==> config.mk <==
export PLATFORM = sky130hd
export DESIGN_NAME = multi_adc_spi_scan_sequencer
export DESIGN_NICKNAME = d
export VERILOG_FILES = /design/src/hw/rtl/mass_pkg.sv /design/src/hw/rtl/mass_seq.sv /design/src/hw/rtl/mass_obuf.sv /design/src/hw/rtl/multi_adc_spi_scan_sequencer.sv
export SDC_FILE = /design/constraint.sdc
export NUM_CORES = 1
export LEC_CHECK = 0
export ABC_AREA = 1
export BUFFER_PORTS_ARGS = -buffer_cell sky130_fd_sc_hd__buf_2
export CORE_MARGIN = 4
export CORE_UTILIZATION = 28
export DETAILED_ROUTE_END_ITERATION = 10
export HOLD_SLACK_MARGIN = 0.02
export SLEW_MARGIN = 20
export SYNTH_ARGS = -nofsm -noshare
export SYNTH_HDL_FRONTEND = slang
export SYNTH_SLANG_ARGS = --single-unit
==> constraint.sdc <==
create_clock -name clk -period 2.4 [get_ports clk]
set_clock_uncertainty 0.2 [all_clocks]
set_input_delay 0.12 -clock clk [delete_from_list [all_inputs] [get_ports clk]]
set_output_delay 0.12 -clock clk [all_outputs]
set_load 0.01 [all_outputs]
==> src/hw/rtl/mass_pkg.sv <==
`default_nettype none

package mass_pkg;

  // Default sweep size
  localparam int NUM_CHIPS_DEF    = 4;
  localparam int NUM_CHANNELS_DEF = 8;

  // Fixed field widths
  localparam int CHIP_W   = 2;
  localparam int CHAN_W   = 3;
  localparam int SAMPLE_W = 12;

  // Item kinds
  localparam logic [1:0] KIND_TICK = 2'd0;
  localparam logic [1:0] KIND_DONE = 2'd1;
  localparam logic [1:0] KIND_READ = 2'd2;

  // First command byte: start bit and single-ended bit
  localparam logic [7:0] CMD_START_SGL = 8'h06;

  typedef struct packed {
    logic [1:0] kind;
    logic [7:0] rx_mid_byte;
    logic [7:0] rx_last_byte;
    logic [3:0] query_chip;
    logic [3:0] query_channel;
  } in_item_t;

  typedef struct packed {
    logic                select_active;
    logic [CHIP_W-1:0]   select_chip;
    logic                start_transfer;
    logic [7:0]          cmd_byte0;
    logic [7:0]          cmd_byte1;
    logic [7:0]          cmd_byte2;
    logic [SAMPLE_W-1:0] read_value;
    logic                sweep_done;
  } out_res_t;

endpackage

`default_nettype wire

==> src/hw/rtl/mass_seq.sv <==
`default_nettype none

module mass_seq #(
  parameter int NUM_CHIPS    = mass_pkg::NUM_CHIPS_DEF,
  parameter int NUM_CHANNELS = mass_pkg::NUM_CHANNELS_DEF
) (
  input  wire logic              clk,
  input  wire logic              rst_n,
  input  wire logic              in_valid,
  output logic                   in_stall,
  input  wire mass_pkg::in_item_t in_data,
  input  wire logic              cfg_valid,
  output logic                   cfg_ready,
  input  wire logic              cfg_data,
  input  wire logic              room,
  output logic                   push,
  output mass_pkg::out_res_t     res
);

  localparam int DEPTH = NUM_CHIPS * NUM_CHANNELS;
  localparam int IDX_W = (DEPTH > 1) ? $clog2(DEPTH) : 1;

  typedef enum logic [1:0] {
    PH_IDLE,
    PH_SELECT,
    PH_WAIT
  } phase_t;

  phase_t                            phase_r, phase_nxt;
  logic [mass_pkg::CHIP_W-1:0]       chip_r, chip_nxt;
  logic [mass_pkg::CHAN_W-1:0]       chan_r, chan_nxt;
  logic                              scan_enable_r;
  logic [mass_pkg::SAMPLE_W-1:0]     table_r [DEPTH];
  logic                              in_valid_r;
  mass_pkg::in_item_t                in_r;
  logic                              wr_en;
  logic [IDX_W-1:0]                  wr_idx;
  logic [IDX_W-1:0]                  rd_idx;
  logic                              rd_in_range;
  logic [mass_pkg::SAMPLE_W-1:0]     rx_sample;
  logic                              last_chan;
  logic                              last_chip;

  // Input stage handshake: hold the item until the result buffer has room
  assign push      = in_valid_r && room;
  assign in_stall  = in_valid_r && !room;
  assign cfg_ready = 1'b1;

  always_ff @(posedge clk) begin
    if (!rst_n) begin
      in_valid_r <= 1'b0;
    end else if (in_valid && !in_stall) begin
      in_valid_r <= 1'b1;
    end else if (push) begin
      in_valid_r <= 1'b0;
    end
  end

  always_ff @(posedge clk) begin
    if (in_valid && !in_stall) begin
      in_r <= in_data;
    end
  end

  // Table addressing
  assign wr_idx = IDX_W'(6'(chip_r) * 6'(NUM_CHANNELS) + 6'(chan_r));
  assign rd_idx = IDX_W'(8'(in_r.query_chip) * 8'(NUM_CHANNELS) + 8'(in_r.query_channel));
  assign rd_in_range = (in_r.query_chip < 4'(NUM_CHIPS)) &&
                       (in_r.query_channel < 4'(NUM_CHANNELS));
  assign rx_sample = {in_r.rx_mid_byte[3:0], in_r.rx_last_byte};
  assign last_chan = (chan_r == mass_pkg::CHAN_W'(NUM_CHANNELS - 1));
  assign last_chip = (chip_r == mass_pkg::CHIP_W'(NUM_CHIPS - 1));

  // Next state and result for the item in the input stage
  always_comb begin
    phase_nxt          = phase_r;
    chip_nxt           = chip_r;
    chan_nxt           = chan_r;
    wr_en              = 1'b0;
    res                = '0;
    case (in_r.kind)
      mass_pkg::KIND_TICK: begin
        case (phase_r)
          PH_IDLE: begin
            if (scan_enable_r) begin
              phase_nxt = PH_SELECT;
            end
          end
          PH_SELECT: begin
            res.start_transfer = 1'b1;
            res.cmd_byte0      = mass_pkg::CMD_START_SGL | {7'd0, chan_r[2]};
            res.cmd_byte1      = {chan_r[1:0], 6'd0};
            phase_nxt          = PH_WAIT;
          end
          default: begin
          end
        endcase
      end
      mass_pkg::KIND_DONE: begin
        if (phase_r == PH_WAIT) begin
          wr_en = 1'b1;
          if (last_chan) begin
            chan_nxt  = '0;
            phase_nxt = PH_IDLE;
            if (last_chip) begin
              chip_nxt       = '0;
              res.sweep_done = 1'b1;
            end else begin
              chip_nxt = chip_r + 1'b1;
            end
          end else begin
            chan_nxt  = chan_r + 1'b1;
            phase_nxt = PH_SELECT;
          end
        end
      end
      mass_pkg::KIND_READ: begin
        if (rd_in_range) begin
          res.read_value = table_r[rd_idx];
        end
      end
      default: begin
      end
    endcase
    res.select_active = (phase_nxt == PH_WAIT);
    res.select_chip   = chip_nxt;
  end

  // Sequencer state, enable register and sample table
  always_ff @(posedge clk) begin
    if (!rst_n) begin
      phase_r       <= PH_IDLE;
      chip_r        <= '0;
      chan_r        <= '0;
      scan_enable_r <= 1'b0;
      for (int i = 0; i < DEPTH; i++) begin
        table_r[i] <= '0;
      end
    end else begin
      if (cfg_valid && cfg_ready) begin
        scan_enable_r <= cfg_data;
      end
      if (push) begin
        phase_r <= phase_nxt;
        chip_r  <= chip_nxt;
        chan_r  <= chan_nxt;
        if (wr_en) begin
          table_r[wr_idx] <= rx_sample;
        end
      end
    end
  end

`ifndef NO_ASSERTIONS
  // A command goes out only from select, and the sequencer then waits
  a_start_from_select: assert property (@(posedge clk) disable iff (!rst_n)
    push && res.start_transfer |-> phase_r == PH_SELECT)
    else $error("command issued outside select");

  a_start_then_wait: assert property (@(posedge clk) disable iff (!rst_n)
    push && res.start_transfer |=> phase_r == PH_WAIT)
    else $error("no wait after command");

  // Sweep end only on the last channel of the last chip
  a_sweep_done: assert property (@(posedge clk) disable iff (!rst_n)
    push && res.sweep_done |-> phase_r == PH_WAIT && last_chan && last_chip)
    else $error("sweep_done out of place");

  // Input stage never drops an item
  a_hold_item: assert property (@(posedge clk) disable iff (!rst_n)
    in_valid_r && !room |=> in_valid_r && $stable(in_r))
    else $error("pending item lost");
`endif

endmodule

`default_nettype wire

==> src/hw/rtl/mass_obuf.sv <==
`default_nettype none

module mass_obuf (
  input  wire logic               clk,
  input  wire logic               rst_n,
  input  wire logic               push,
  input  wire mass_pkg::out_res_t res,
  output logic                    room,
  output logic                    out_valid,
  input  wire logic               out_stall,
  output mass_pkg::out_res_t      out_data
);

  logic [1:0]         cnt_r, cnt_nxt;
  mass_pkg::out_res_t head_r;
  mass_pkg::out_res_t skid_r;
  logic               pop;

  assign out_valid = (cnt_r != 2'd0);
  assign out_data  = head_r;
  assign room      = (cnt_r != 2'd2);
  assign pop       = out_valid && !out_stall;

  // Occupancy
  always_comb begin
    cnt_nxt = cnt_r;
    if (push && !pop) begin
      cnt_nxt = cnt_r + 2'd1;
    end else if (pop && !push) begin
      cnt_nxt = cnt_r - 2'd1;
    end
  end

  always_ff @(posedge clk) begin
    if (!rst_n) begin
      cnt_r <= 2'd0;
    end else begin
      cnt_r <= cnt_nxt;
    end
  end

  // Head and skid entries
  always_ff @(posedge clk) begin
    if (pop && cnt_r == 2'd2) begin
      head_r <= skid_r;
    end
    if (push) begin
      if (cnt_r == 2'd0 || (cnt_r == 2'd1 && pop)) begin
        head_r <= res;
      end else if (cnt_r == 2'd1) begin
        skid_r <= res;
      end
    end
  end

`ifndef NO_ASSERTIONS
  a_no_overflow: assert property (@(posedge clk) disable iff (!rst_n)
    push |-> cnt_r != 2'd2)
    else $error("result buffer overflow");

  a_cnt_range: assert property (@(posedge clk) disable iff (!rst_n)
    cnt_r != 2'd3)
    else $error("result buffer count corrupt");

  a_stalled_head: assert property (@(posedge clk) disable iff (!rst_n)
    out_valid && out_stall |=> out_valid && $stable(head_r))
    else $error("stalled result changed");
`endif

endmodule

`default_nettype wire

==> src/hw/rtl/multi_adc_spi_scan_sequencer.sv <==
// Round-robin scan sequencer for a group of 8-channel 12-bit SPI converters.
// Input channel (in_valid / in_stall / in_data): poll ticks, transfer
// completions carrying the received bytes, and sample reads. Each transaction
// yields exactly one result transaction on out_valid / out_stall / out_data:
// chip select state, command bytes to shift out, read data and sweep_done.
// Config channel (cfg_valid / cfg_ready / cfg_data) writes scan_enable; it is
// always ready and should be written only while the sequencer is quiet.
// An accepted item is registered in the input register and its result is
// then registered in the result buffer, which drives out_valid. One item
// per cycle is taken while the buffer has room, set by the combinational
// next-state logic between the input register and the two-entry buffer.
// When the receiver stalls, the result buffer fills (two entries) and the
// input register holds one more item; in_stall then rises until a result
// is taken. Synchronous reset puts the sequencer in idle at chip 0,
// channel 0, clears scan_enable and the sample table, and empties both
// stages; no clearing pass is needed.
`default_nettype none

module multi_adc_spi_scan_sequencer #(
  parameter int NUM_CHIPS    = mass_pkg::NUM_CHIPS_DEF,
  parameter int NUM_CHANNELS = mass_pkg::NUM_CHANNELS_DEF
) (
  input  wire logic               clk,
  input  wire logic               rst_n,
  input  wire logic               in_valid,
  output logic                    in_stall,
  input  wire mass_pkg::in_item_t in_data,
  output logic                    out_valid,
  input  wire logic               out_stall,
  output mass_pkg::out_res_t      out_data,
  input  wire logic               cfg_valid,
  output logic                    cfg_ready,
  input  wire logic               cfg_data
);

  logic               room;
  logic               push;
  mass_pkg::out_res_t res;

  // Sequencer with input register and sample table
  mass_seq #(
    .NUM_CHIPS    (NUM_CHIPS),
    .NUM_CHANNELS (NUM_CHANNELS)
  ) u_seq (
    .clk       (clk),
    .rst_n     (rst_n),
    .in_valid  (in_valid),
    .in_stall  (in_stall),
    .in_data   (in_data),
    .cfg_valid (cfg_valid),
    .cfg_ready (cfg_ready),
    .cfg_data  (cfg_data),
    .room      (room),
    .push      (push),
    .res       (res)
  );

  // Result register with skid entry
  mass_obuf u_obuf (
    .clk       (clk),
    .rst_n     (rst_n),
    .push      (push),
    .res       (res),
    .room      (room),
    .out_valid (out_valid),
    .out_stall (out_stall),
    .out_data  (out_data)
  );

endmodule

`default_nettype wire
==> impl_table.tex, run 1 <==
\begin{tabular}{lr}
\hline
Metric & Value \\
\hline
\multicolumn{2}{l}{\textbf{Run status}} \\
\quad Result of the run & complete, no violations \\
\multicolumn{2}{l}{\textbf{Route}} \\
\quad Antenna violation net count after detailed routing & 0 \\
\quad Count of TritonRoute iterations in the first routing pass & 5 \\
\quad Count of vias placed by the detailed router & around 15000 \\
\quad Final routed DRC violation total & 0 \\
\quad Routed len/inst & between 15 and 20 um \\
\quad Post-Route WL & 59700 um \\
\quad Vias per std cell & 4.71 \\
\quad Starting DRT DRC Count & $\sim$1500 \\
\multicolumn{2}{l}{\textbf{Clocking}} \\
\quad Number of buffers on the longest clock path & 3 \\
\quad Clock latency reported for the late side of the worst-skew pair & 0.59 ns \\
\quad Root buf cell & sky130\_fd\_sc\_hd\_\_clkbuf\_16 \\
\quad TritonCTS sink count & about 480 \\
\quad Maximum level of the CTS H-tree & 2 \\
\quad Clock transition at the registers of the reported paths & 0.06 ns \\
\quad Clock tree from TritonCTS & built \\
\quad Inserted Clock Buffers & 48 \\
\multicolumn{2}{l}{\textbf{Placement}} \\
\quad Setup WS pre-CTS & between 0.003 and 0.004 ns \\
\quad \# port buffers & 70 \\
\quad Global placement routability congestion & $\sim$0.84 \\
\quad Dpl hpwl & 37700 um \\
\quad Dpl cell area & 23700 um2 \\
\quad Number of cells after detailed placement & about 3200 \\
\multicolumn{2}{l}{\textbf{Timing}} \\
\quad Count of final setup violators & 0 \\
\quad Least setup slack across all paths after layout & 0.0652 ns \\
\quad Post-route clock period utilization & between 90\% and 100\% \\
\quad Number of max-slew violations in the final report & 0 \\
\quad Worst slew pin tran & 0.800 ns \\
\quad Fmax achieved & 428 MHz \\
\quad Unrepaired setup endpoints after global routing & false \\
\quad Worst hold margin & 0.0455 ns \\
\quad Shortest period the worst path allows & 2.33 ns \\
\quad Count of final hold-check violations & 0 \\
\quad Slew Limit Headroom & between 40 and 50\% \\
\multicolumn{2}{l}{\textbf{Worst setup path}} \\
\quad Required time of the critical path & about 2.6 ns \\
\quad CP Capture Type & flip-flop \\
\quad Max Fanout on Critical Path & 12 \\
\quad Maximum cell stage delay along the critical path & just over 0.5 ns \\
\quad Crit-path slowest cell & sky130\_fd\_sc\_hd\_\_ha\_1 \\
\quad Startpoint types & flip-flop \\
\quad Crit Path Class & flip-flop to flip-flop \\
\quad Cell-by-cell trace of the critical path & ha\_1 -> clkinvlp\_4 -> nand2\_1 -> nand3\_1 -> and3\_1 \\
\quad Arrival time worst endpoint & around 2.5 ns \\
\multicolumn{2}{l}{\textbf{Power}} \\
\quad Total power density per cell area & 775 nW/um2 \\
\quad Leakage power & 0.0103 uW \\
\quad Peak supply drop & 494 uV \\
\multicolumn{2}{l}{\textbf{Final layout}} \\
\quad Antenna cell count & 0 \\
\quad Layout Area Growth over Synthesis & 19.7\% \\
\quad Commonest cells after routing, fill and taps aside & sky130\_fd\_sc\_hd\_\_nand2\_1, sky130\_fd\_sc\_hd\_\_edfxtp\_1, sky130\_fd\_sc\_hd\_\_nor2\_1, sky130\_fd\_sc\_hd\_\_nand3\_1 \\
\quad Commonest non-fill, non-tap cell in the layout & sky130\_fd\_sc\_hd\_\_nand2\_1 \\
\quad Share of post-route cells with drive strength above 1 & 16.5\% \\
\quad End-of-flow core utilization & roughly 34\% \\
\quad Layout filler cell count & 7445 \\
\quad Post-Layout Cell Count & around 3300 \\
\quad Multi-input gate area in the final layout & 6600 um2 \\
\quad Register area & 13800 um2 \\
\quad Finished Cell Area & roughly 26000 um2 \\
\quad Number of nets in the final layout & $\sim$2300 \\
\multicolumn{2}{l}{\textbf{Min path}} \\
\quad Tightest Hold Check Type & input pin to flip-flop \\
\multicolumn{2}{l}{\textbf{GRT}} \\
\quad Number of global-route vias before repair & 15100 \\
\quad Maximum number of pins on one net before global-route repair & 58 \\
\quad Initial antenna violation count & 0 \\
\quad Global-route wire length before repair & 90300 um \\
\quad All-Layer GR Usage & 14.4\% \\
\quad Total congestion overflow after global routing & 0 \\
\multicolumn{2}{l}{\textbf{Synth}} \\
\quad Portion of synthesized cell area occupied by the leading cell type & between 50 and 60\% \\
\quad Mean cell area of the mapped netlist & 9.83 um2 \\
\quad Area contributors post-synth & sky130\_fd\_sc\_hd\_\_edfxtp\_1, sky130\_fd\_sc\_hd\_\_nand2\_1, sky130\_fd\_sc\_hd\_\_nand3\_1 \\
\quad Post-synthesis cell type count & 33 \\
\quad Mapped Nets & 2216 \\
\quad Flip-flop and latch count after synthesis & 478 \\
\quad Warning count from the yosys run & 0 \\
\quad Post-synthesis cell count & 2170 \\
\quad Fraction of the yosys area taken by sequential cells & between 60\% and 70\% \\
\quad Post-synth top area cell & sky130\_fd\_sc\_hd\_\_edfxtp\_1 \\
\quad Summed instance area of the synthesized netlist & 21300 um2 \\
\multicolumn{2}{l}{\textbf{Job}} \\
\quad Number of max-cap violations & 0 \\
\multicolumn{2}{l}{\textbf{Floorplan}} \\
\quad Floorplan die area & 80700 um2 \\
\quad Count of boundary I/O pins & 76 \\
\quad Horizontal extent of the die & 284 um \\
\quad Die H & 284 um \\
\quad Area of the core & between 70000 and 80000 um2 \\
\quad Initial cell density of the core & 28.5\% \\
\quad Site Rows & 100 \\
\hline
\end{tabular}
[critical path, delay by kind of cell (launching register included)]
kind / cells / cell delay (ns)
AND/OR/NAND/NOR: 3 / 0.57
adder cells (fa/ha/maj): 1 / 0.51
flip-flops: 1 / 0.42
buffers and inverters: 1 / 0.38
[cell type report]
class                      count  area share (%)
tap                          969            4.75
sequential                   478            54.2
inverter                      59           0.911
clock inverter                22           0.642
timing repair inverter         1          0.0294
clock buffer                  62            4.99
multi-input combinational   1465            25.9
timing repair buffer         229            8.66
[kinds of logic after synthesis]
family	synth area share (%)
other	0.0176
buffers and inverters	4.56
adder cells (fa/ha/maj)	0.821
flip-flops	64.8
AO/OA/AOI/OAI	1.44
AND/OR/NAND/NOR	28.2
XOR/XNOR	0.0821
[worst paths after layout]
| kind | startpoint | endpoint | slack (ns) | depth (start not counted) |
|---|---|---|---|---|
| worst min register to register | u_obuf.out_data[19]$_DFF_P_ | u_obuf.out_data[19]$_DFF_P_ | 0.24 | 2 |
| worst min-delay path | in_data[16] | u_seq.in_r[16]$_DFFE_PP_ | 0.05 | 2 |
| worst max-delay path | u_seq.in_r[3]$_DFFE_PP_ | u_obuf.skid_r[11]$_DFFE_PP_ | 0.07 | 5 |
| worst max register to register | u_seq.in_r[3]$_DFFE_PP_ | u_obuf.skid_r[11]$_DFFE_PP_ | 0.07 | 5 |
[Yosys cell counts]
cell type and instances:
sky130_fd_sc_hd__a211oi_1 1, sky130_fd_sc_hd__a21oi_1 12, sky130_fd_sc_hd__a31oi_1 4, sky130_fd_sc_hd__and3_1 12
sky130_fd_sc_hd__buf_1 13, sky130_fd_sc_hd__buf_2 46, sky130_fd_sc_hd__buf_4 1, sky130_fd_sc_hd__buf_6 8
sky130_fd_sc_hd__clkbuf_1 100, sky130_fd_sc_hd__clkinv_1 1, sky130_fd_sc_hd__conb_1 1, sky130_fd_sc_hd__dfxtp_1 52
sky130_fd_sc_hd__edfxtp_1 426, sky130_fd_sc_hd__ha_1 14, sky130_fd_sc_hd__inv_1 56, sky130_fd_sc_hd__inv_2 2
sky130_fd_sc_hd__nand2_1 599, sky130_fd_sc_hd__nand2_2 1, sky130_fd_sc_hd__nand2_4 9, sky130_fd_sc_hd__nand3_1 312
sky130_fd_sc_hd__nand4_1 12, sky130_fd_sc_hd__nor2_1 357, sky130_fd_sc_hd__nor2_2 74, sky130_fd_sc_hd__nor2_4 3
sky130_fd_sc_hd__nor2_8 1, sky130_fd_sc_hd__nor3_1 1, sky130_fd_sc_hd__nor3_4 1, sky130_fd_sc_hd__nor4_1 1
sky130_fd_sc_hd__o211ai_1 13, sky130_fd_sc_hd__o21ai_0 22, sky130_fd_sc_hd__o22ai_1 1, sky130_fd_sc_hd__or2_2 12
sky130_fd_sc_hd__xnor2_1 2
[metal layers]
layer	global-route usage [%]	vias to the layer above	wire, um
met5	0	-	0
met4	5.61	0	1950
met3	1.97	106	3520
met2	24.3	515	29100
met1	19.0	7418	25100
li1	-	7437	-
[power breakdown]
group / leakage [uW] / internal [uW] / switching, uW
Sequential: 0.00477 / 9490 / 170
Combinational: 0.00484 / 995 / 2070
Clock: 0.000702 / 3950 / 3130
[flip-flops by register name, indices dropped and copies added, names as in the netlist]
register / count
u_seq.chan_r: 3
u_seq.in_valid_r: 1
u_seq.in_r: 22
u_seq.table_r: 384
u_seq.scan_enable_r: 1
u_obuf.out_data: 41
u_seq.phase_r: 2
u_seq.chip_r: 2
u_obuf.cnt_r: 2
u_obuf.skid_r: 20
[timing repair]
item | 4_1_cts | 5_1_grt
pin swaps | 0 | 3
hold buffers | 37 | 0
buffers inserted | 0 | 2
gates resized for setup | 1 | 15
endpoints found under the setup margin | 1 | 342
endpoints found under the hold margin | 59 | 0
gates cloned | 0 | 1
[per-stage QoR]
| stage | TNS, ns | total power [uW] |
|---|---|---|
| finish | 0 | 19800 |
| global route | 0 | 20600 |
| CTS | -0.00285 | 19900 |
| detailed placement | 0 | 12800 |
| global placement | 0 | 12800 |
| floorplan | -8.88 | 11500 |
No activity file was read; power rests on OpenSTA's default activity.
==> run 2, diff against run 1 <==
Settings changed: GPL_TIMING_DRIVEN from default to 0, PLACE_DENSITY from default to 0.43.
==> impl_table.tex, run 2 (synthesis results as in run 1) <==
\begin{tabular}{lr}
\hline
Metric & Value \\
\hline
\multicolumn{2}{l}{\textbf{Power}} \\
\quad Total power density per cell area & 763 nW/um2 \\
\quad Leakage power & around 0.011 uW \\
\quad Switching power as a share of total power & 28.5\% \\
\quad Power share of the clock group & 38.8\% \\
\quad Switching power summed over all nets & 6150 uW \\
\quad Share of total power in sequential cells & roughly 45\% \\
\quad Internal portion of total power & between 15000 and 20000 uW \\
\quad Combinational share of power & 16.2\% \\
\quad Peak supply drop & $\sim$540 uV \\
\multicolumn{2}{l}{\textbf{Worst setup path}} \\
\quad CP Capture Type & flip-flop \\
\quad Flop2flop setup slack & -0.0003 ns \\
\quad Arrival time worst endpoint & roughly 2.5 ns \\
\quad Required time of the critical path & 2.52 ns \\
\quad Cell occurring most often along the worst timing path & sky130\_fd\_sc\_hd\_\_buf\_12 \\
\quad Maximum cell stage delay along the critical path & 0.35 ns \\
\quad Crit-path slowest cell & sky130\_fd\_sc\_hd\_\_dfxtp\_2 \\
\quad Startpoint types & flip-flop \\
\quad Cell depth of the worst flop-to-flop path & 13 \\
\quad Start of the worst register-to-register path & u\_obuf.cnt\_r[0]\$\_SDFFE\_PN0P\_ \\
\quad Crit Path Class & flip-flop to flip-flop \\
\quad Max Fanout on Critical Path & 7 \\
\quad Worst r2r dst & u\_seq.table\_r[15][9]\$\_SDFFCE\_PN0P\_ \\
\quad Cell-by-cell trace of the critical path & inv\_4 -> ha\_4 -> inv\_4 -> nand2\_4 -> nor3\_4 -> nand2\_4 -> buf\_6 -> nor2\_4 -> buf\_12 -> buf\_12 -> nand2\_8 -> buf\_12 -> nand2\_8 \\
\multicolumn{2}{l}{\textbf{Clocking}} \\
\quad Inserted Clock Buffers & 53 \\
\quad Clock transition at the registers of the reported paths & approximately 0.070 ns \\
\quad Number of buffers on the longest clock path & 3 \\
\quad Clock latency reported for the late side of the worst-skew pair & between 0.6 and 0.7 ns \\
\quad Maximum level of the CTS H-tree & 2 \\
\quad Root buf cell & sky130\_fd\_sc\_hd\_\_clkbuf\_16 \\
\quad Clock tree from TritonCTS & built \\
\quad TritonCTS sink count & 478 \\
\multicolumn{2}{l}{\textbf{Final layout}} \\
\quad Layout Area Growth over Synthesis & 32.5\% \\
\quad Share of post-route cells with drive strength above 1 & about a quarter \\
\quad Commonest non-fill, non-tap cell in the layout & sky130\_fd\_sc\_hd\_\_nand2\_1 \\
\quad End-of-flow core utilization & 37.7\% \\
\quad Number of nets in the final layout & 2507 \\
\quad Flip-flop count of the largest register, all copies and words added & 384 \\
\quad Top reg by flops & u\_seq.table\_r \\
\quad Commonest cells after routing, fill and taps aside & sky130\_fd\_sc\_hd\_\_nand2\_1, sky130\_fd\_sc\_hd\_\_edfxtp\_1, sky130\_fd\_sc\_hd\_\_nor2\_1, sky130\_fd\_sc\_hd\_\_nand3\_1, sky130\_fd\_sc\_hd\_\_nor2\_2 \\
\quad Post-Layout Cell Count & 3476 \\
\multicolumn{2}{l}{\textbf{Route}} \\
\quad Vias per std cell & around 5 \\
\quad Post-Route WL & 77800 um \\
\quad Routed len/inst & 22.4 um \\
\quad Antenna violation net count after detailed routing & 0 \\
\quad Count of TritonRoute iterations in the first routing pass & 7 \\
\quad Starting DRT DRC Count & around 1500 \\
\quad Count of vias placed by the detailed router & 17000 \\
\quad Final routed DRC violation total & 0 \\
\multicolumn{2}{l}{\textbf{Floorplan}} \\
\quad Count of boundary I/O pins & 76 \\
\quad Die H & 284 um \\
\quad Area of the core & 74900 um2 \\
\quad Initial cell density of the core & 28.5\% \\
\quad Floorplan die area & 80700 um2 \\
\quad Site Rows & 100 \\
\quad Horizontal extent of the die & 284 um \\
\multicolumn{2}{l}{\textbf{GRT}} \\
\quad Initial antenna violation count & 0 \\
\quad Global-route wire length before repair & 112000 um \\
\quad All-Layer GR Usage & about a fifth \\
\quad Total congestion overflow after global routing & 0 \\
\quad Maximum number of pins on one net before global-route repair & 23 \\
\quad Number of global-route vias before repair & 16500 \\
\multicolumn{2}{l}{\textbf{Timing}} \\
\quad Worst slew pin tran & between 1 and 1.5 ns \\
\quad Worst hold margin & 0.0494 ns \\
\quad Slew Limit Headroom & around a quarter \\
\quad Least setup slack across all paths after layout & -0.000293 ns \\
\quad Count of final hold-check violations & 0 \\
\quad Count of final setup violators & 2 \\
\quad Shortest period the worst path allows & 2.40 ns \\
\quad Number of max-slew violations in the final report & 0 \\
\quad Fmax achieved & 417 MHz \\
\quad Unrepaired setup endpoints after global routing & true \\
\quad Post-route clock period utilization & 100\% \\
\multicolumn{2}{l}{\textbf{Run status}} \\
\quad Violations in the final reports & negative setup slack \\
\quad Result of the run & complete, but fails checks \\
\multicolumn{2}{l}{\textbf{Min path}} \\
\quad End of the worst hold path & u\_seq.table\_r[18][6]\$\_SDFFCE\_PN0P\_ \\
\quad Hold Startpoint & rst\_n \\
\quad Worst Hold Path Cells & 3 \\
\quad Tightest Hold Check Type & input pin to flip-flop \\
\multicolumn{2}{l}{\textbf{Placement}} \\
\quad Number of cells after detailed placement & between 3000 and 4000 \\
\quad \# port buffers & 70 \\
\quad Dpl hpwl & 53100 um \\
\quad Global placement routability congestion & about 0.9 \\
\multicolumn{2}{l}{\textbf{Job}} \\
\quad Number of max-cap violations & 0 \\
\hline
\end{tabular}
[run 2: worst max-delay path by stage]
stage / startpoint / endpoint / slack (ns) / depth (start not counted)
floorplan: u_obuf.cnt_r[0]$_SDFFE_PN0P_ / u_seq.table_r[1][0]$_SDFFCE_PN0P_ / -0.07 / 10
global placement: u_obuf.cnt_r[0]$_SDFFE_PN0P_ / u_seq.table_r[30][10]$_SDFFCE_PN0P_ / -0.99 / 10
detailed placement: u_obuf.cnt_r[0]$_SDFFE_PN0P_ / u_seq.table_r[30][9]$_SDFFCE_PN0P_ / -1.00 / 10
CTS: u_obuf.cnt_r[0]$_SDFFE_PN0P_ / u_seq.table_r[23][4]$_SDFFCE_PN0P_ / -0.08 / 13
global route: u_obuf.cnt_r[0]$_SDFFE_PN0P_ / u_seq.table_r[15][9]$_SDFFCE_PN0P_ / -0.07 / 13
finish: u_obuf.cnt_r[0]$_SDFFE_PN0P_ / u_seq.table_r[15][9]$_SDFFCE_PN0P_ / -0.0003 / 13
[run 2: repair_timing]
action | in CTS | in global routing
cloned | 24 | 5
gates resized for setup | 284 | 213
hold buffers | 50 | 0
endpoints found under the setup margin | 775 | 514
endpoints found under the hold margin | 52 | 0
pin swaps | 7 | 7
setup buffers | 76 | 22
[run 2: final cells by class]
class / instances / area (um2)
Antenna cell: 1 / 2.50
Buffer: 156 / 1170
Clock buffer: 63 / 1360
Clock inverter: 37 / 400
Fill cell: 7404 / 46700
Inverter: 59 / 230
Multi-Input combinational cell: 1485 / 7820
Sequential cell: 478 / 13800
Tap cell: 969 / 1210
Timing Repair Buffer: 228 / 2240
[run 2: layer usage]
layer | routed length (um) | global-route usage (%)
met1 | 33100 | 24.7
met2 | 37100 | 31.1
met3 | 4640 | 3.20
met4 | 2990 | 6.51
met5 | 0 | 0
[run 2: critical path: cells and delay by family, from the launching register on]
family / cells / cell delay (ns)
buf+inv: 6 / 0.73
simple gates: 6 / 0.66
flops: 1 / 0.35
fa+ha+maj: 1 / 0.16
[run 2: through the flow]
step                 TNS [ns]  worst slack (ns)  area, um2  power, uW
global placement      -424.52            -0.986      22900      12800
finish              -0.000315         -0.000293      28300      21600
floorplan               -8.88           -0.0686      21400      11500
global route            -6.50           -0.0686      28300      22400
CTS                     -4.48           -0.0792      27200      21600
detailed placement    -431.64             -1.00      23000      12800
[run 2: power groups by stage]
stage                     clock, uW  sequential [uW]  combinational, uW
after floorplan                   0             9870               1630
after global placement            0             9890               2910
after detailed placement          0             9890               2940
after CTS                      8540             9720               3320
after global routing           8880             9750               3770
final                          8370             9710               3510
==> run 3, diff against run 2 <==
Settings changed: ABC_AREA 1 to default.
==> impl_table.tex, run 3 <==
\begin{tabular}{lr}
\hline
Metric & Value \\
\hline
\multicolumn{2}{l}{\textbf{Timing}} \\
\quad Count of final hold-check violations & 0 \\
\quad Fmax achieved & 397 MHz \\
\quad Sum of negative setup slack & -6.38 ns \\
\quad Post-route clock period utilization & 105\% \\
\quad Least setup slack across all paths after layout & -0.122 ns \\
\quad Number of max-slew violations in the final report & 0 \\
\quad Unrepaired setup endpoints after global routing & true \\
\quad Slew Limit Headroom & a little under a third \\
\quad Worst slew pin tran & 1.05 ns \\
\quad Worst hold margin & 0.0490 ns \\
\quad Count of final setup violators & 139 \\
\quad Shortest period the worst path allows & 2.52 ns \\
\multicolumn{2}{l}{\textbf{Synth}} \\
\quad Post-synthesis cell type count & 55 \\
\quad Mapped Nets & 1581 \\
\quad Top post-synthesis cells by count & sky130\_fd\_sc\_hd\_\_edfxtp\_1, sky130\_fd\_sc\_hd\_\_and2\_1, sky130\_fd\_sc\_hd\_\_mux2i\_1 \\
\quad Warning count from the yosys run & 0 \\
\quad Share of synthesized registers carrying an async set or reset & 0\% \\
\quad Fraction of the yosys area taken by sequential cells & 64.5\% \\
\quad Portion of synthesized cell area occupied by the leading cell type & around 60\% \\
\quad Post-synth top area cell & sky130\_fd\_sc\_hd\_\_edfxtp\_1 \\
\quad Post-synthesis cell count & 1535 \\
\quad Flip-flop and latch count after synthesis & about 480 \\
\quad Area contributors post-synth & sky130\_fd\_sc\_hd\_\_edfxtp\_1, sky130\_fd\_sc\_hd\_\_and2\_1, sky130\_fd\_sc\_hd\_\_mux2i\_1 \\
\quad Summed instance area of the synthesized netlist & 21500 um2 \\
\quad Most common cell in the netlist & sky130\_fd\_sc\_hd\_\_edfxtp\_1 \\
\quad Mean cell area of the mapped netlist & 14.0 um2 \\
\quad Post-synth EDFFs & 426 \\
\quad Commonest register cell after synthesis & sky130\_fd\_sc\_hd\_\_edfxtp\_1 \\
\multicolumn{2}{l}{\textbf{Power}} \\
\quad Internal portion of total power & 15300 uW \\
\quad Switching power summed over all nets & 5660 uW \\
\quad Total power density per cell area & 733 nW/um2 \\
\quad Share of total power in sequential cells & 46.5\% \\
\quad Power share of the clock group & between 30\% and 40\% \\
\quad Combinational share of power & roughly 16\% \\
\quad Switching power as a share of total power & 27.0\% \\
\quad Peak supply drop & between 500 and 600 uV \\
\quad Leakage power & $\sim$0.011 uW \\
\multicolumn{2}{l}{\textbf{Floorplan}} \\
\quad Die H & 285 um \\
\quad Floorplan die area & just over 80000 um2 \\
\quad Site Rows & 101 \\
\quad Count of boundary I/O pins & 76 \\
\quad Area of the core & 75900 um2 \\
\quad Horizontal extent of the die & roughly 280 um \\
\quad Initial cell density of the core & about 28\% \\
\multicolumn{2}{l}{\textbf{GRT}} \\
\quad All-Layer GR Usage & 17.5\% \\
\quad Number of global-route vias before repair & roughly 14000 \\
\quad Initial antenna violation count & 5 \\
\quad Total congestion overflow after global routing & 0 \\
\quad Global-route wire length before repair & 103000 um \\
\quad Maximum number of pins on one net before global-route repair & 18 \\
\multicolumn{2}{l}{\textbf{Worst setup path}} \\
\quad Arrival time worst endpoint & 2.69 ns \\
\quad Flop2flop setup slack & -0.12 ns \\
\quad CP Capture Type & flip-flop \\
\quad Startpoint types & flip-flop \\
\quad Crit Path Class & flip-flop to flip-flop \\
\quad Required time of the critical path & 2.56 ns \\
\quad Max Fanout on Critical Path & 8 \\
\multicolumn{2}{l}{\textbf{Run status}} \\
\quad Result of the run & complete, but fails checks \\
\quad Violations in the final reports & negative setup slack \\
\multicolumn{2}{l}{\textbf{Min path}} \\
\quad Tightest Hold Check Type & input pin to flip-flop \\
\multicolumn{2}{l}{\textbf{Route}} \\
\quad Antenna violation net count after detailed routing & 0 \\
\quad Post-Route WL & 71300 um \\
\quad Final routed DRC violation total & 0 \\
\quad Count of TritonRoute iterations in the first routing pass & 5 \\
\quad Starting DRT DRC Count & 991 \\
\quad Routed len/inst & about 25 um \\
\quad Count of vias placed by the detailed router & between 10000 and 15000 \\
\quad Vias per std cell & 4.68 \\
\multicolumn{2}{l}{\textbf{Final layout}} \\
\quad Register area & around 14000 um2 \\
\quad Commonest non-fill, non-tap cell in the layout & sky130\_fd\_sc\_hd\_\_edfxtp\_1 \\
\quad Flip-flop count of the largest register, all copies and words added & 384 \\
\quad Layout filler cell count & 7200 \\
\quad Share of post-route cells with drive strength above 1 & 30.0\% \\
\quad Top reg by flops & u\_seq.table\_r \\
\quad Layout Area Growth over Synthesis & 33.0\% \\
\quad Multi-input gate area in the final layout & 8100 um2 \\
\quad Finished Cell Area & 28500 um2 \\
\quad Number of nets in the final layout & 1874 \\
\quad Commonest cells after routing, fill and taps aside & sky130\_fd\_sc\_hd\_\_edfxtp\_1, sky130\_fd\_sc\_hd\_\_and2\_1, sky130\_fd\_sc\_hd\_\_mux2i\_1, sky130\_fd\_sc\_hd\_\_buf\_2, sky130\_fd\_sc\_hd\_\_clkbuf\_1 \\
\multicolumn{2}{l}{\textbf{Placement}} \\
\quad Dpl hpwl & between 40000 and 50000 um \\
\quad Global placement routability congestion & $\sim$0.81 \\
\quad \# port buffers & 70 \\
\quad Setup WS pre-CTS & -1.28 ns \\
\quad Dpl cell area & about 23000 um2 \\
\multicolumn{2}{l}{\textbf{Clocking}} \\
\quad Inserted Clock Buffers & 54 \\
\quad Clock tree from TritonCTS & built \\
\quad Number of buffers on the longest clock path & 3 \\
\quad Clock transition at the registers of the reported paths & roughly 0.06 ns \\
\quad TritonCTS sink count & 478 \\
\quad Clock latency reported for the late side of the worst-skew pair & a little over 0.6 ns \\
\quad Root buf cell & sky130\_fd\_sc\_hd\_\_clkbuf\_16 \\
\quad Maximum level of the CTS H-tree & 2 \\
\multicolumn{2}{l}{\textbf{Job}} \\
\quad Number of max-cap violations & 0 \\
\hline
\end{tabular}
==> run 3: cells by family (layout without fill, tap and decap cells) <==
group           Yosys count  in the layout  synth area share [%]
compound gates          162            162                  5.25
simple gates            559            559                  15.1
mux                     174            174                  11.1
fa+ha+maj                14             14                 0.816
other cells               1              4                0.0175
buf+inv                 144            479                  3.07
flops                   478            478                  64.5
xor+xnor                  3              3                 0.122
==> run 3: metrics by stage <==
step	utilization, %	power, uW	cells
after detailed placement	30.9	12500	2641
final	37.6	20900	2903
after global routing	37.6	21700	2901
after floorplan	-	11300	1535
after global placement	30.7	12500	2635
after CTS	37.4	21100	2904
==> run 3: path summary, 6_finish.rpt <==
path,from,to,depth (start not counted)
hold / removal,in_data[24],u_seq.in_r[24]$_DFFE_PP_,2
hold reg to reg,u_obuf.out_data[37]$_DFF_P_,u_obuf.out_data[37]$_DFF_P_,2
setup / recovery,u_seq.in_r[0]$_DFFE_PP_,u_obuf.skid_r[4]$_DFFE_PP_,8
setup reg to reg,u_seq.in_r[0]$_DFFE_PP_,u_obuf.skid_r[4]$_DFFE_PP_,8
==> run 3: cell type report <==
cell class	instances	area share, %
timing repair buffer	240	8.90
sequential	478	48.5
buffer	126	3.87
inverter	15	0.215
multi-input combinational	913	28.4
antenna	3	0.0263
tap	1030	4.52
clock buffer	75	5.01
clock inverter	23	0.614
==> run 3: power groups by stage <==
stage / Combinational, uW / Clock, uW / Sequential [uW]
floorplan: 1420 / 0 / 9880
global placement: 2570 / 0 / 9900
detailed placement: 2620 / 0 / 9910
CTS: 3370 / 7990 / 9740
global route: 3640 / 8320 / 9780
finish: 3410 / 7790 / 9730
==> run 3: per-layer routing <==
| metal | GRT usage (%) | vias up | wire [um] | part of all wire [%] |
|---|---|---|---|---|
| met3 | 2.85 | 90 | 3720 | 5.2 |
| met1 | 23.7 | 6972 | 31600 | 44 |
| met4 | 4.69 | 0 | 1570 | 2.2 |
| li1 | - | 6193 | - | - |
| met5 | 0 | - | 0 | 0 |
| met2 | 29.2 | 341 | 34400 | 48 |
==> run 3: critical path: stages (launching register included) <==
cell                       delay (ns)
sky130_fd_sc_hd__edfxtp_1        0.37
sky130_fd_sc_hd__buf_12          0.18
sky130_fd_sc_hd__buf_16          0.16
sky130_fd_sc_hd__mux4_2          0.58
sky130_fd_sc_hd__mux2i_4         0.25
sky130_fd_sc_hd__nor2_2          0.08
sky130_fd_sc_hd__a311oi_4        0.22
sky130_fd_sc_hd__buf_6           0.17
sky130_fd_sc_hd__nor2_2          0.04
==> run 3: repair_timing <==
item                       in CTS  in global routing
gates cloned                   19                  0
resized for setup             335                 85
setup endpoints to repair     749                587
pin swaps                      61                 25
hold buffers                   46                  0
hold endpoints to repair       73                  0
setup buffers                 101                  4
